--- src/assert_macros.svh ---
// assertion macros shared by the rtl files
`ifndef ASSERT_MACROS_SVH
`define ASSERT_MACROS_SVH
`ifndef SYNTH
`define ASSERT_IMPL(label, clk, rst, prop) \
  label: assert property (@(posedge clk) disable iff (rst) prop) else $error("%m failed");
`define ASSERT_NEVER(label, clk, rst, expr) \
  label: assert property (@(posedge clk) disable iff (rst) !(expr)) else $error("%m failed");
`else
`define ASSERT_IMPL(label, clk, rst, prop)
`define ASSERT_NEVER(label, clk, rst, expr)
`endif
`endif

--- src/hkvt_pkg.sv ---
// types and constants of the hashed key-value table
package hkvt_pkg;
  localparam int BUCKETS    = 64;
  localparam int WAYS       = 4;
  localparam int KEY_BITS   = 32;
  localparam int VALUE_BITS = 32;
  localparam int BKT_W      = (BUCKETS > 1) ? $clog2(BUCKETS) : 1;
  localparam int SLOTS      = BUCKETS * WAYS;
  localparam int CNT_W      = $clog2(SLOTS + 1);

  localparam logic [1:0] FUNC_SET    = 2'd0;
  localparam logic [1:0] FUNC_REMOVE = 2'd1;
  localparam logic [1:0] FUNC_LOOKUP = 2'd2;

  typedef struct packed {
    logic [1:0]            func;
    logic [KEY_BITS-1:0]   key;
    logic [VALUE_BITS-1:0] value;
    logic [BKT_W-1:0]      bucket;
  } op_t;
endpackage

--- src/hkvt_front.sv ---
// front end: takes items, reduces the key and works out the bucket
module hkvt_front (
  input  logic                          clk,
  input  logic                          rst,
  input  logic                          in_valid,
  output logic                          in_ready,
  input  logic [1:0]                    func,
  input  logic [31:0]                   key,
  input  logic [31:0]                   value_in,
  output logic                          q_valid,
  input  logic                          q_ready,
  output hkvt_pkg::op_t                 q_op
);
  import hkvt_pkg::*;
  `include "assert_macros.svh"

  // two-entry queue towards the back end
  op_t        mem [2];
  logic       wr_ptr, rd_ptr;
  logic [1:0] fill;
  op_t        op_in;
  logic [63:0] key_ext, val_ext;
  logic       push, pop;

  always_comb begin
    key_ext = {32'd0, key};
    val_ext = {32'd0, value_in};
    op_in.func   = func;
    op_in.key    = key_ext[KEY_BITS-1:0];
    op_in.value  = val_ext[VALUE_BITS-1:0];
    op_in.bucket = BKT_W'(op_in.key % BUCKETS);
  end

  assign in_ready = (fill != 2'd2);
  assign q_valid  = (fill != 2'd0);
  assign q_op     = mem[rd_ptr];
  assign push     = in_valid && in_ready;
  assign pop      = q_valid && q_ready;

  always_ff @(posedge clk) begin
    if (push) mem[wr_ptr] <= op_in;
    if (rst) begin
      wr_ptr <= 1'b0;
      rd_ptr <= 1'b0;
      fill   <= 2'd0;
    end else begin
      if (push) wr_ptr <= ~wr_ptr;
      if (pop)  rd_ptr <= ~rd_ptr;
      fill <= fill + {1'b0, push} - {1'b0, pop};
    end
  end

  `ASSERT_NEVER(a_fill_range, clk, rst, fill == 2'd3)
  `ASSERT_IMPL(a_full_ptrs, clk, rst, (fill == 2'd2) |-> (wr_ptr == rd_ptr))
  `ASSERT_IMPL(a_empty_ptrs, clk, rst, (fill == 2'd0) |-> (wr_ptr == rd_ptr))
endmodule

--- config.mk ---
export PLATFORM = sky130hd
export DESIGN_NAME = hkvt_front
export DESIGN_NICKNAME = d
export VERILOG_FILES = /design/src/hkvt_pkg.sv /design/src/hkvt_front.sv
export VERILOG_INCLUDE_DIRS = /design/src /design/src/src
export SDC_FILE = /design/constraint.sdc
export NUM_CORES = 1
export LEC_CHECK = 0
export BUFFER_PORTS_ARGS = -buffer_cell sky130_fd_sc_hd__buf_4
export CAP_MARGIN = 20
export CELL_PAD_IN_SITES_DETAIL_PLACEMENT = 0
export CELL_PAD_IN_SITES_GLOBAL_PLACEMENT = 2
export CORE_UTILIZATION = 39
export CTS_BUF_LIST = sky130_fd_sc_hd__clkbuf_2 sky130_fd_sc_hd__clkbuf_4 sky130_fd_sc_hd__clkbuf_8
export CTS_CLUSTER_SIZE = 10
export DETAILED_ROUTE_END_ITERATION = 10
export GPL_ROUTABILITY_DRIVEN = 0
export HOLD_SLACK_MARGIN = 0.12
export PLACE_DENSITY = 0.9
export SKIP_LAST_GASP = 1
export SLEW_MARGIN = 10
export SYNTH_ARGS = -nofsm -noshare
export SYNTH_HDL_FRONTEND = slang
export SYNTH_SLANG_ARGS = --single-unit
--- constraint.sdc ---
create_clock -name clk -period 3 [get_ports clk]
set_clock_uncertainty 0.1 [all_clocks]
set_input_delay 0.6 -clock clk [delete_from_list [all_inputs] [get_ports clk]]
set_output_delay 0.6 -clock clk [all_outputs]
set_load 0.02 [all_outputs]
==> metrics.md <==
| Metric | Value |
|---|---|
| Seq/Total Area, Yosys | 0.801 |
| Largest stage delay on the critical path | 0.66 ns |
| Top-count cell post-synth | edfxtp_1 |
| Pre-CTS worst setup slack | 0.776 ns |
| Placed Cells incl. Taps | 546 |
| Core ar. | 12700 µm² |
| Clock-pin slew on the worst setup and hold paths | 0.07 ns |
| Post-synthesis cell count | 240 |
| Synth top area share | 0.781 |
| Finished Core Util | 0.531 |
| Detailed Place HPWL | 5.69 mm |
| Syn-to-layout area delta | 32.7% |
| # port buffers | 143 |
| Area leader, netlist | edfxtp_1 |
| Worst R2R Setup Slack | 1.00 ns |
| CTS tree | yes |
| Drt drc | 0 |
| Post-Syn Area | 5070 µm² |
| WL per Instance | 15.3 µm |
| Unique masters post-synth | 24 |
| CTS root buffer | clkbuf_8 |
| Hold Crit Class | in2reg |
| Startpoint class of the critical path | flop |
| Data required time of the worst path | 2.30 ns |
| Worst-path fanout max | 35 |
| First-pass detailed-route iteration total | 4 |
| Yosys warning count | 0 |
| Internal power | 3.82 mW |
| Post_cts resized | 0 |
| Most frequent cells after synthesis | 132 x edfxtp_1, 66 x mux2_2, 7 x buf_4, 5 x dfxtp_1, 5 x nor2_1 |
| Vias in the first global route | 2773 |
| Max-cap violation count | 0 |
| Buf/Inv on CP | 2 |
| Cts hold-fix bufs | 0 |
| Post-layout power | 5.30 mW |
| Psw | 1.48 mW |
| Synth area leaders | edfxtp_1 78%, mux2_2 15%, dfxtp_1 2.0%, buf_4 1.0%, buf_6 0.89% |
| Clock power frac | 0.285 |
| Setup bufs post-CTS | 0 |
| Leakage | 2.52 nW |
| Setup TNS | 0 ns |
| Final WS setup | 0.361 ns |
| CP Class | reg2out |
| R2r startpoint | fill[0] |
| Final WL | 8.85 mm |
| Total GRT Usage | 0.140 |
| Diodes inserted | 0 |
| Starting Density | 0.400 |
| TritonCTS Buffers | 17 |
| Slew Limit Headroom | 0.646 |
| Antenna Violating Nets Remaining | 0 |
| Combinational Power Share | 0.256 |
| CTS Sinks | 137 |
| Run status | finished clean |
| RSZ-0062 raised after global routing | no |
| Syn Area/Cell | 21.1 µm² |
| Sw Share | 0.279 |
| Worst path slowest cell | dfxtp_4 |
| FMAX | 0.379 GHz |
| Crit path DAT | 1.94 ns |
| Pin count of the biggest net entering global routing | 47 |
| Via count | 2619 |
| First DRT Iteration DRCs | 160 |
| Hold Fails Final Rpt | 0 |
| Die W | 116 µm |
| Layout net count | 464 |
| Post-synth top flop | edfxtp_1 |
| Die Height | 116 µm |
| Hold_sp | key[10] |
| Via density | 4.54 |
| Later-pin clock latency in the skew report | 0.44 ns |
| Final max-slew violation count | 0 |
| Crit-path cells | buf_12, mux2_2, buf_4 |
| Initial antenna violation count | 0 |
| Total global routing overflow | 0 |
| Post-route insts no fill | 577 |
| Crit end category | output pin |
| Die area | 13500 µm² |
| Crit path time final | 2.64 ns |
| Rows | 41 |
| Synthesized flop and latch total | 137 |
| Net Count, Synth | 311 |
| CP top delay family | flip-flops |
| Proportion of layout cells with a drive suffix above 1 | 0.615 |
| EDFF count, synth | 132 |
| H-tree Lvls | 4 |
| VDD IR max | 0.390 mV |
| Seq pwr share | 0.459 |
| Pwr dens | 788 nW/µm² |
| Maximum buffer depth of the clock tree | 2 |
| Boundary pin count | 144 |
| Ys async rst share | 0 |
| Final period util | 0.880 |
| Setup-failing EPs final | 0 |
| Worst slew pin tran | 0.530 ns |
| First-pass GRT wire length | 13.4 mm |
[final timing paths]
check	endpoint	depth (start not counted)
max	q_op[13]	3
min	mem[0][48]	1
max reg2reg	mem[0][53]	4
min reg2reg	rd_ptr	2
[cell usage in the layout (no fill, tap or decap), types with 2 or more instances in the layout]
cell | Yosys | routed
buf_4 | 7 | 144
mux2_2 | 66 | 66
clkinv_2 | 0 | 4
nor2b_1 | 2 | 2
clkbuf_8 | 0 | 17
buf_12 | 0 | 3
dfxtp_1 | 5 | 4
bufinv_16 | 0 | 3
clkinv_4 | 0 | 4
edfxtp_1 | 132 | 132
clkbuf_4 | 0 | 2
o21ai_0 | 2 | 2
nor2_1 | 5 | 5
[kinds of logic after synthesis]
family	share of synthesized area
flip-flops	0.801
XOR/XNOR	0.00173
adder cells (fa/ha/maj)	0.00247
buffers and inverters	0.0220
AND/OR/NAND/NOR	0.0138
multiplexers	0.149
AO/OA/AOI/OAI	0.0101
[power by group through the flow]
stage / combinational (mW) / clock, mW / sequential, mW
floorplan: 0.901 / 0 / 2.41
global placement: 1.37 / 0 / 2.47
detailed placement: 1.38 / 0 / 2.48
CTS: 1.39 / 1.56 / 2.44
global route: 1.45 / 1.64 / 2.46
finish: 1.36 / 1.51 / 2.43
[metrics by stage]
stage / hold slack [ns] / area (µm²)
after detailed placement: 0.401 / 6330
after CTS: 0.201 / 6730
final: 0.234 / 6730
after global placement: 0.385 / 6330
after global routing: 0.189 / 6730
after floorplan: 0.372 / 5070
[state kept, by name (all words and copies together), names as in the netlist, named ones only]
signal	cells
wr_ptr	1
fill	2
mem	132
rd_ptr	1
[layer usage]
| metal | vias up | global-route usage | wire [µm] |
|---|---|---|---|
| met1 | 1267 | 0.149 | 3550 |
| met3 | 14 | 0.0628 | 633 |
| met2 | 99 | 0.231 | 4500 |
| met5 | - | 0 | 0 |
| met4 | 0 | 0.0795 | 165 |
| li1 | 1239 | - | - |
[layout make-up]
| cell class | count | area [µm²] |
|---|---|---|
| fill | 1072 | 5940 |
| sequential | 137 | 4070 |
| timing repair buffer | 147 | 1140 |
| multi-input combinational | 89 | 902 |
| clock buffer | 19 | 249 |
| tap | 172 | 215 |
| clock inverter | 12 | 153 |
| inverter | 1 | 3.75 |
No activity file was read; power rests on OpenSTA's default activity.
